==> config.mk <==
export PLATFORM = sky130hd
export DESIGN_NAME = microwire_eeprom_read_master
export DESIGN_NICKNAME = d
export VERILOG_FILES = /design/src/rtl/mwr_pkg.sv /design/src/rtl/microwire_eeprom_read_master.sv /design/src/rtl/mwr_core.sv
export SDC_FILE = /design/constraint.sdc
export NUM_CORES = 1
export LEC_CHECK = 0
export ABC_CLOCK_PERIOD_IN_PS = 9900
export BUFFER_PORTS_ARGS = -buffer_cell sky130_fd_sc_hd__buf_2
export CAP_MARGIN = 20
export CORE_ASPECT_RATIO = 0.6
export CORE_UTILIZATION = 35
export CTS_CLUSTER_SIZE = 12
export DETAILED_ROUTE_END_ITERATION = 12
export GPL_TIMING_DRIVEN = 0
export PLACE_DENSITY = 0.52
export SKIP_CTS_REPAIR_TIMING = 1
export SYNTH_ARGS = -nofsm -noshare
export SYNTH_HDL_FRONTEND = slang
export SYNTH_SLANG_ARGS = --single-unit
==> constraint.sdc <==
create_clock -name aclk -period 9.9 [get_ports aclk]
set_clock_uncertainty 0.15 [all_clocks]
set_input_delay 1.98 -clock aclk [delete_from_list [all_inputs] [get_ports aclk]]
set_output_delay 1.98 -clock aclk [all_outputs]
set_load 0.005 [all_outputs]
==> src/rtl/mwr_pkg.sv <==
// shared types and constants for the microwire eeprom read master
// no dependencies; imported by mwr_core and microwire_eeprom_read_master

package mwr_pkg;

    localparam int DATA_BITS = 16;

    localparam int WORD_W    = 16;
    localparam int OFFSET_W  = 8;
    localparam int TIMEOUT_W = 14;
    localparam int INDEX_W   = 5;
    localparam int IN_W      = 16;
    localparam int OUT_W     = 24;
    localparam int ADDR_W    = 3;
    localparam int PDATA_W   = 32;

    localparam logic [2:0]          OPC_READ       = 3'b110;
    localparam logic [WORD_W-1:0]   WORD_ALL_ONES  = 16'hFFFF;
    localparam logic [TIMEOUT_W-1:0] TIMEOUT_RESET = 14'd10000;
    localparam logic [3:0]          ABITS_NARROW   = 4'd6;
    localparam logic [3:0]          ABITS_WIDE     = 4'd8;

    // register select is paddr[2]
    localparam logic REG_WIDE_ADDRESS  = 1'b0;
    localparam logic REG_GRANT_TIMEOUT = 1'b1;

    typedef struct packed {
        logic                  wide_address;
        logic [TIMEOUT_W-1:0]  grant_timeout;
    } cfg_t;

    typedef struct packed {
        logic                  serial_data_out;
        logic                  grant;
        logic [OFFSET_W-1:0]   word_offset;
        logic                  start_read;
    } in_item_t;

    typedef struct packed {
        logic                  grant_timed_out;
        logic [WORD_W-1:0]     read_word;
        logic                  read_done;
        logic                  busy_res;
        logic                  access_request;
        logic                  serial_data_in;
        logic                  serial_clock;
        logic                  chip_select;
    } res_item_t;

endpackage

==> src/rtl/microwire_eeprom_read_master.sv <==
// top level: stream input/result registers, apb config registers, sequencer
// depends on mwr_pkg and mwr_core
// a tick transaction accepted into the input register has its result registered in the
// result register once that register is free or being drained; m_tvalid shows it held
// throughput: one tick per cycle while the result register is free or m_tready is high;
// the whole step is one pass through mwr_core
// reset: aresetn synchronous active low; clears handshake, config to defaults, sequencer idle
// no clearing pass; config registers reset to six address bits and 10000 tick timeout

module microwire_eeprom_read_master (
    input  logic                            aclk,
    input  logic                            aresetn,
    // tick input channel
    input  logic                            s_tvalid,
    output logic                            s_tready,
    // start_read[0], word_offset[8:1], grant[9], serial_data_out[10], zero[15:11]
    input  logic [mwr_pkg::IN_W-1:0]        s_tdata,
    // result channel
    output logic                            m_tvalid,
    input  logic                            m_tready,
    // chip_select[0], serial_clock[1], serial_data_in[2], access_request[3],
    // busy_res[4], read_done[5], read_word[21:6], grant_timed_out[22], zero[23]
    output logic [mwr_pkg::OUT_W-1:0]       m_tdata,
    // config port
    input  logic                            psel,
    input  logic                            penable,
    input  logic                            pwrite,
    input  logic [mwr_pkg::ADDR_W-1:0]      paddr,
    input  logic [mwr_pkg::PDATA_W-1:0]     pwdata,
    output logic [mwr_pkg::PDATA_W-1:0]     prdata,
    output logic                            pready
);
    import mwr_pkg::*;

    // input register holds one accepted tick transaction
    logic       in_valid_reg;
    in_item_t   in_item_reg;
    // result register
    logic       out_valid_reg;
    res_item_t  out_item_reg;

    cfg_t       cfg_reg;
    res_item_t  step_res;
    logic       advance;
    logic       cfg_write;

    // a held tick moves on whenever the result slot is free or being drained
    assign advance  = in_valid_reg && (!out_valid_reg || m_tready);
    assign s_tready = !in_valid_reg || advance;

    always_ff @(posedge aclk) begin
        if (!aresetn) begin
            in_valid_reg <= 1'b0;
        end else if (s_tready) begin
            in_valid_reg <= s_tvalid;
        end
    end

    always_ff @(posedge aclk) begin
        if (s_tvalid && s_tready) begin
            in_item_reg <= in_item_t'(s_tdata[10:0]);
        end
    end

    always_ff @(posedge aclk) begin
        if (!aresetn) begin
            out_valid_reg <= 1'b0;
        end else if (advance) begin
            out_valid_reg <= 1'b1;
        end else if (m_tready) begin
            out_valid_reg <= 1'b0;
        end
    end

    always_ff @(posedge aclk) begin
        if (advance) begin
            out_item_reg <= step_res;
        end
    end

    assign m_tvalid = out_valid_reg;
    assign m_tdata  = {1'b0, out_item_reg};

    // config registers, written in the apb access phase
    assign pready    = 1'b1;
    assign cfg_write = psel && penable && pwrite && pready;

    always_ff @(posedge aclk) begin
        if (!aresetn) begin
            cfg_reg.wide_address  <= 1'b0;
            cfg_reg.grant_timeout <= TIMEOUT_RESET;
        end else if (cfg_write) begin
            unique case (paddr[2])
                REG_WIDE_ADDRESS:  cfg_reg.wide_address  <= pwdata[0];
                REG_GRANT_TIMEOUT: cfg_reg.grant_timeout <= pwdata[TIMEOUT_W-1:0];
                default: ;
            endcase
        end
    end

    always_comb begin
        unique case (paddr[2])
            REG_WIDE_ADDRESS:  prdata = PDATA_W'(cfg_reg.wide_address);
            REG_GRANT_TIMEOUT: prdata = PDATA_W'(cfg_reg.grant_timeout);
            default:           prdata = '0;
        endcase
    end

    // one tick of the read sequence per advance
    mwr_core u_core (
        .aclk    (aclk),
        .aresetn (aresetn),
        .step    (advance),
        .cfg     (cfg_reg),
        .item    (in_item_reg),
        .res     (step_res)
    );

`ifndef SYNTHESIS
    // timeout flag only ever rides with a finished read
    a_tmo_with_done: assert property (@(posedge aclk) disable iff (!aresetn)
        (out_valid_reg && out_item_reg.grant_timed_out) |-> out_item_reg.read_done)
        else $error("timeout flag without read_done");

    // word is zero on every tick that does not finish a read
    a_word_quiet: assert property (@(posedge aclk) disable iff (!aresetn)
        (out_valid_reg && !out_item_reg.read_done) |-> (out_item_reg.read_word == '0))
        else $error("read_word nonzero outside read_done");

    // a finishing tick releases the bus: idle and request dropped
    a_done_releases: assert property (@(posedge aclk) disable iff (!aresetn)
        (out_valid_reg && out_item_reg.read_done)
            |-> (!out_item_reg.busy_res && !out_item_reg.access_request))
        else $error("read_done while still busy or requesting");
`endif

endmodule

==> src/rtl/mwr_core.sv <==
// tick sequencer for the microwire read: phase, bit counters, pin levels
// depends on mwr_pkg; advances one tick whenever step is high

module mwr_core (
    input  logic               aclk,
    input  logic               aresetn,
    input  logic               step,
    input  mwr_pkg::cfg_t      cfg,
    input  mwr_pkg::in_item_t  item,
    output mwr_pkg::res_item_t res
);
    import mwr_pkg::*;

    typedef enum logic [2:0] {
        PH_IDLE, PH_WAIT, PH_SELECT, PH_CMD, PH_READ, PH_DESEL, PH_FINISH
    } phase_t;

    phase_t                phase_reg, phase_next;
    logic [INDEX_W-1:0]    bit_index_reg, bit_index_next;
    logic [1:0]            sub_step_reg, sub_step_next;
    logic [TIMEOUT_W-1:0]  wait_count_reg, wait_count_next;
    logic [OFFSET_W-1:0]   offset_reg, offset_next;
    logic [WORD_W-1:0]     shift_reg, shift_next;
    logic                  cs_reg, cs_next;
    logic                  sk_reg, sk_next;
    logic                  di_reg, di_next;
    logic                  rq_reg, rq_next;

    logic [3:0]            abits;
    logic [INDEX_W-1:0]    total;
    logic [INDEX_W-1:0]    bit_inc;
    logic [INDEX_W-1:0]    addr_k;
    logic [INDEX_W-1:0]    addr_pos;
    logic                  cmd_bit;
    logic                  done;
    logic [WORD_W-1:0]     word;
    logic                  tmo;

    assign abits   = cfg.wide_address ? ABITS_WIDE : ABITS_NARROW;
    assign total   = INDEX_W'(abits) + INDEX_W'(3);
    assign bit_inc = bit_index_reg + INDEX_W'(1);
    assign addr_k  = bit_index_reg - INDEX_W'(3);
    assign addr_pos = INDEX_W'(abits) - INDEX_W'(1) - addr_k;

    // opcode first, then address msb first, zero past the current width
    always_comb begin
        if (bit_index_reg < INDEX_W'(3)) begin
            cmd_bit = OPC_READ[2'd2 - bit_index_reg[1:0]];
        end else if (addr_k >= INDEX_W'(abits)) begin
            cmd_bit = 1'b0;
        end else begin
            cmd_bit = offset_reg[addr_pos[2:0]];
        end
    end

    always_comb begin
        phase_next      = phase_reg;
        bit_index_next  = bit_index_reg;
        sub_step_next   = sub_step_reg;
        wait_count_next = wait_count_reg;
        offset_next     = offset_reg;
        shift_next      = shift_reg;
        cs_next         = cs_reg;
        sk_next         = sk_reg;
        di_next         = di_reg;
        rq_next         = rq_reg;
        done            = 1'b0;
        word            = '0;
        tmo             = 1'b0;
        unique case (phase_reg)
            PH_IDLE: begin
                if (item.start_read) begin
                    offset_next     = item.word_offset;
                    wait_count_next = '0;
                    shift_next      = '0;
                    rq_next         = 1'b1;
                    phase_next      = PH_WAIT;
                end
            end
            PH_WAIT: begin
                if (item.grant) begin
                    cs_next    = 1'b0;
                    sk_next    = 1'b0;
                    phase_next = PH_SELECT;
                end else if (({1'b0, wait_count_reg} + (TIMEOUT_W+1)'(1))
                             >= {1'b0, cfg.grant_timeout}) begin
                    rq_next    = 1'b0;
                    done       = 1'b1;
                    word       = WORD_ALL_ONES;
                    tmo        = 1'b1;
                    phase_next = PH_IDLE;
                end else begin
                    wait_count_next = wait_count_reg + TIMEOUT_W'(1);
                end
            end
            PH_SELECT: begin
                cs_next        = 1'b1;
                bit_index_next = '0;
                sub_step_next  = '0;
                phase_next     = PH_CMD;
            end
            PH_CMD: begin
                if (sub_step_reg == 2'd0) begin
                    di_next       = cmd_bit;
                    sub_step_next = 2'd1;
                end else if (sub_step_reg == 2'd1) begin
                    sk_next       = 1'b1;
                    sub_step_next = 2'd2;
                end else begin
                    sk_next       = 1'b0;
                    sub_step_next = 2'd0;
                    if (bit_inc >= total) begin
                        bit_index_next = '0;
                        phase_next     = PH_READ;
                    end else begin
                        bit_index_next = bit_inc;
                    end
                end
            end
            PH_READ: begin
                if (sub_step_reg == 2'd0) begin
                    sk_next       = 1'b1;
                    shift_next    = {shift_reg[WORD_W-2:0], item.serial_data_out};
                    sub_step_next = 2'd1;
                end else begin
                    sk_next       = 1'b0;
                    sub_step_next = 2'd0;
                    if (bit_inc >= INDEX_W'(DATA_BITS)) begin
                        bit_index_next = '0;
                        phase_next     = PH_DESEL;
                    end else begin
                        bit_index_next = bit_inc;
                    end
                end
            end
            PH_DESEL: begin
                cs_next    = 1'b0;
                phase_next = PH_FINISH;
            end
            default: begin
                rq_next    = 1'b0;
                done       = 1'b1;
                word       = shift_reg;
                phase_next = PH_IDLE;
            end
        endcase
    end

    always_ff @(posedge aclk) begin
        if (!aresetn) begin
            phase_reg      <= PH_IDLE;
            bit_index_reg  <= '0;
            sub_step_reg   <= '0;
            wait_count_reg <= '0;
            offset_reg     <= '0;
            shift_reg      <= '0;
            cs_reg         <= 1'b0;
            sk_reg         <= 1'b0;
            di_reg         <= 1'b0;
            rq_reg         <= 1'b0;
        end else if (step) begin
            phase_reg      <= phase_next;
            bit_index_reg  <= bit_index_next;
            sub_step_reg   <= sub_step_next;
            wait_count_reg <= wait_count_next;
            offset_reg     <= offset_next;
            shift_reg      <= shift_next;
            cs_reg         <= cs_next;
            sk_reg         <= sk_next;
            di_reg         <= di_next;
            rq_reg         <= rq_next;
        end
    end

    assign res.chip_select     = cs_next;
    assign res.serial_clock    = sk_next;
    assign res.serial_data_in  = di_next;
    assign res.access_request  = rq_next;
    assign res.busy_res        = (phase_next != PH_IDLE);
    assign res.read_done       = done;
    assign res.read_word       = word;
    assign res.grant_timed_out = tmo;

`ifndef SYNTHESIS
    // select is up whenever the command or data is shifting
    a_cs_in_transfer: assert property (@(posedge aclk) disable iff (!aresetn)
        (phase_reg == PH_CMD || phase_reg == PH_READ) |-> cs_reg)
        else $error("chip select low during transfer");

    // request stays high for the whole read
    a_rq_while_busy: assert property (@(posedge aclk) disable iff (!aresetn)
        (phase_reg != PH_IDLE) |-> rq_reg)
        else $error("request dropped mid read");

    // command bit counter never runs past the longest command
    a_bit_index_range: assert property (@(posedge aclk) disable iff (!aresetn)
        (phase_reg == PH_CMD) |-> (bit_index_reg <= INDEX_W'(11)))
        else $error("command bit index out of range");
`endif

endmodule
; ---- Word-level counts from Yosys, hierarchy flattened
; Cells that the tools add are included.
[classes]
addsub = 8
multipliers = 0
div_mod_pow = 0
order_cmp = 7
n_eq_ne = 13
shifts = 0
n_mux = 55
n_bitwise = 1
reduce_logical = 24
[ops]
columns = operator, n
row1 = $mux W16, 4
row2 = $pmux W16 S2, 2
row3 = $pmux W32 S2, 1
row4 = $mux W14, 3
row5 = $pmux W14 S2, 1
row6 = $mux W5, 5
row7 = $mux W3, 8
row8 = $mux W1, 19
row9 = $pmux W3 S6, 1
row10 = $add A14 B1 Y15 const B, 1
row11 = $ge A15 B14 Y1, 1
row12 = $pmux W5 S3, 1
row13 = $add A14 B1 Y14 const B, 1
row14 = $ne A2 B2 Y1 const B, 6
row15 = $reduce_and A5 Y1, 2
row16 = $pmux W1 S3, 3
row17 = $eq A3 B2 Y1 const B, 2
row18 = $eq A3 B3 Y1 const B, 2
row19 = $pmux W2 S3, 1
row20 = $reduce_and A2 Y1, 3
row21 = $reduce_bool A2 Y1, 3
row22 = $reduce_bool A3 Y1, 2
row23 = $add A4 B2 Y5 const B, 1
row24 = $add A5 B1 Y5 const B, 1
row25 = 28 further kinds, 34
[word_totals]
reg_bits = 103
latchBits = 0
ram_bits = 0
rom_bits = 0
inputBits = 58
out_inout_bits = 59
elab_cells = 134
memories = 0

; ---- Longest topological paths before layout
[depth]
depth_word = 9
depth_mapped = 14
mapped_depth_nobuf = 12

; ---- Hierarchy
; Synthesis repeated with hierarchy kept, for this count alone.
[hier_totals]
hier_cells = 592
area_unflattened_um2 = 5425.2
[modules_own_cells]
columns = module, n_inst, cells_each, area_each_um2, seq_area_each_um2
row1 = mwr_core, 1, 446, 3418.3, 1041.0
row2 = microwire_eeprom_read_master, 1, 146, 2006.9, 1361.3

; ---- Worst setup path after synthesis
; OpenSTA, ideal clock, no wires.
[synth_timing]
path_kind = input port to output port
from = input paddr[2] (netlist bit)
to = output prdata[10] (netlist bit)
t_arrival_ps = 2430
required_time_ps = 7770
path_slack_ps = 5340
cell_stages = 3
path_buffers = 1
cell_sequence = inv_1 -> clkbuf_1 -> nor2_1
[synth_via]
elab_chain_cells = 2
[synth_lines]
columns = item, line
row1 = from (decl), microwire_eeprom_read_master.sv:28  ; input logic [mwr_pkg::ADDR_W-1:0] paddr,
row2 = $not A1 Y1 (no line), --
row3 = $pmux W32 S2 (*), microwire_eeprom_read_master.sv:102  ; unique case (paddr[2])
row4 = to (decl), microwire_eeprom_read_master.sv:30  ; output logic [mwr_pkg::PDATA_W-1:0] prdata,
; Mark *: on every way between the ends. The rest lies on a longest branch, timed or not. The select of a mux whose other input is x is not followed.

; ---- Worst setup path in the final report
[layout_timing]
from = input paddr[2] (netlist bit)
to = output prdata[12] (netlist bit)
; The elaborated chain is that of the path after synthesis.

==> results_dict.tcl <==
set metrics [dict create \
    r2r-start "u_core.wait_count_reg[0]$_SDFFE_PN0P_" \
    firstDrtPassIters 5 \
    synthSimpleGateAreaFrac_pct 19.45 \
    core.rowCount 34 \
    die_h_um 97.84 \
    grt_usage_pct 17.87 \
    route.detailed.drc 0 \
    grt-ovfl-total 0 \
    vias_per_cell 4.986 \
    muxShareOfSynthArea_pct 2.335 \
    drtAntennaViolNets 0 \
    status "complete, no violations" \
    synth_compound_area_share_pct 18.66 \
    max_freq_ghz 0.1989 \
    syn_avg_cell_area_um2 8.974 \
    setup_violations 0 \
    clkLatencyLatePin_ns 0.34 \
    ios 117 \
    htreeDepth 3 \
    grt_max_degree 33 \
    use_met3_pct 4.163 \
    cts_made_buffers 9 \
    dieArea_um2 15820 \
    finalCriticalPeriod_ns 5.028 \
    finalNetCount 776 \
    largest_reg_flops 23 \
    cts_sinks 103 \
    setup-tns-final_ns 0 \
    synth_async_sr_flop_share_pct 0 \
    cts_tree "done" \
    diodes 0 \
    timing.critical_path.from "paddr[2]" \
    final_cell_mix "103 x nand2_1, 75 x buf_2, 69 x dfxtp_1" \
    cp.arrival_ns 2.90 \
    hold_violations 0 \
    clkTransAtPathRegs_ns 0.07 \
    floorplan.initialDensity_pct 36.40 \
    grt_pass1_vias 4273 \
    drv_slew 0 \
    end_kind "output pin" \
    drv_cap 0 \
    reg2reg_slack_ns 6.16 \
    clk_root_buffer_cell "clkbuf_16" \
    synth_xor_area_share_pct 2.452 \
    ys_seq_area_share_pct 44.84 \
    place.gp.congestion 0.8491 \
    ys.warnings.count 0 \
    crit_path_end "prdata[12]" \
    crit_fanout 10 \
    ys_types 61 \
    core_um2 14720 \
    worst_hold_slack_ns 0.3016 \
    grt.met1_usage_pct 26.78 \
    port_buffers 71 \
    drtIter0Drc 318 \
    antenna_found_initial 0 \
    synth_top_family_by_area "simple AND/OR/NAND/NOR gates" \
    grt-busiest-layer "met1" \
    leakage_uw 0.002650 \
    synthCells 597 \
    powerDensity_nw_per_um2 137.5 \
    synth.cell_area_um2 5358 \
    vias 4487 \
    ir_drop_uv 84.27 \
    ys_ff_latch 103 \
    clockBufferDepth 2 \
    drive_gt1_share_pct 18.38 \
    layout_commonest_cell "nand2_1" \
    dieWidth_um 161.7 \
    hold_path.class "reg2reg" \
    wirelength_um 13540 \
    crit_required_ns 7.77 \
    relSlewSlack_pct 50.47 \
    worstSetupPathType "in2out" \
    tightest_slew_ns 0.7422 \
    gr-usage-met2_pct 25.33 \
    synth_edf_count 34 \
    startpoint_type "input pin" \
    synthFlopType "dfxtp_1" \
    hpwl_um 10310 \
    syn_to_final_growth_pct 17.80 \
    grt_first_pass_wirelength_um 22180 \
    fin_crit_sh_pct 50.79 \
    grt_setup_unrepaired "no" \
    reg2regPathDepth 13 \
    yosys.area_share.adder_pct 4.904 \
    r2r-end "m_tdata[20]$_DFFE_PP_" \
    wl_per_cell_um 15.05 \
]
## worst max-delay path, stage by stage
cell	delay, ns
buf_2	0.13
inv_1	0.12
clkbuf_1	0.40
nor2_1	0.09
buf_2	0.16
## synth_stat cells, types with 3 or more instances
library cell,count,share of area (%)
a21boi_0,9,1.3
a21boi_1,21,2.9
a21o_1,20,2.8
a21oi_1,30,2.8
a31oi_1,12,1.4
and2_1,7,0.82
and3_1,4,0.47
buf_2,3,0.28
buf_4,21,2.9
buf_6,3,0.63
clkbuf_1,21,1.5
dfxtp_1,69,26
edfxtp_1,34,19
ha_1,21,4.9
inv_1,23,1.6
mux2i_1,8,1.5
nand2_1,103,7.2
nand2b_1,4,0.47
nand3_1,29,2.7
nor2_1,43,3.0
nor2b_1,9,1.1
nor3_1,10,0.93
o211ai_1,8,1.1
o21ai_0,14,1.3
o21ai_1,6,0.56
o22ai_1,3,0.35
xnor2_1,10,1.6
xor2_1,5,0.82
## area by class of cell
cell class	instances	area (µm²)
plain buffers	50	294.0
clock buffers	9	225.2
clock inverters	7	56.30
fillers	1488	8408
inverters	25	93.84
multi-input cells	437	2636
flip-flops and latches	103	2402
well taps	198	247.7
repair buffers	71	355.3
## power breakdown
group	internal, µW	switching [µW]	leakage (µW)
Combinational	29.1	45.7	0.00163
Sequential	448	4.88	0.000892
Clock	173	167	0.000132
## metal layers
| metal | vias to the layer above | wire (µm) |
|---|---|---|
| met5 | - | 0 |
| met4 | 0 | 200 |
| met3 | 18 | 842 |
| met2 | 142 | 5226 |
| met1 | 2092 | 7274 |
| li1 | 2235 | - |
## worst min path at each step
stage                                       from                                end  slack (ns)  cells past startpoint
5_1_grt         u_core.shift_reg[9]$_SDFFE_PN0P_   u_core.shift_reg[9]$_SDFFE_PN0P_        0.33                      2
2_1_floorplan  u_core.offset_reg[5]$_SDFFE_PN0P_  u_core.offset_reg[5]$_SDFFE_PN0P_        0.28                      2
4_1_cts        u_core.offset_reg[5]$_SDFFE_PN0P_  u_core.offset_reg[5]$_SDFFE_PN0P_        0.30                      2
3_5_place_dp   u_core.offset_reg[5]$_SDFFE_PN0P_  u_core.offset_reg[5]$_SDFFE_PN0P_        0.30                      2
6_report       u_core.offset_reg[5]$_SDFFE_PN0P_  u_core.offset_reg[5]$_SDFFE_PN0P_        0.30                      2
3_3_place_gp   u_core.offset_reg[5]$_SDFFE_PN0P_  u_core.offset_reg[5]$_SDFFE_PN0P_        0.29                      2
## through the flow
step                util (%)  total power, µW  instances  cell area [µm²]  worst slack, ns
global route           42.88            900.2        900             6311            4.765
global placement       40.96            534.9        884             6028            4.875
CTS                    42.88            875.3        900             6311            4.858
detailed placement     40.96            536.4        884             6030            4.858
finish                 42.88            867.9        900             6311            4.872
floorplan                  -            508.2        615             5425            5.340
## cell families (layout without fill, tap and decap cells)
| group | Yosys count | count (layout) |
|---|---|---|
| AOI/OAI and AO/OA | 145 | 145 |
| xor gates and xnor gates | 15 | 15 |
| adders and majority gates | 21 | 21 |
| buffers and inverters | 75 | 162 |
| DFF | 103 | 103 |
| muxes | 10 | 10 |
| other | 2 | 20 |
| and+or+nand+nor | 226 | 226 |
Power figures use the tool's default switching activity.
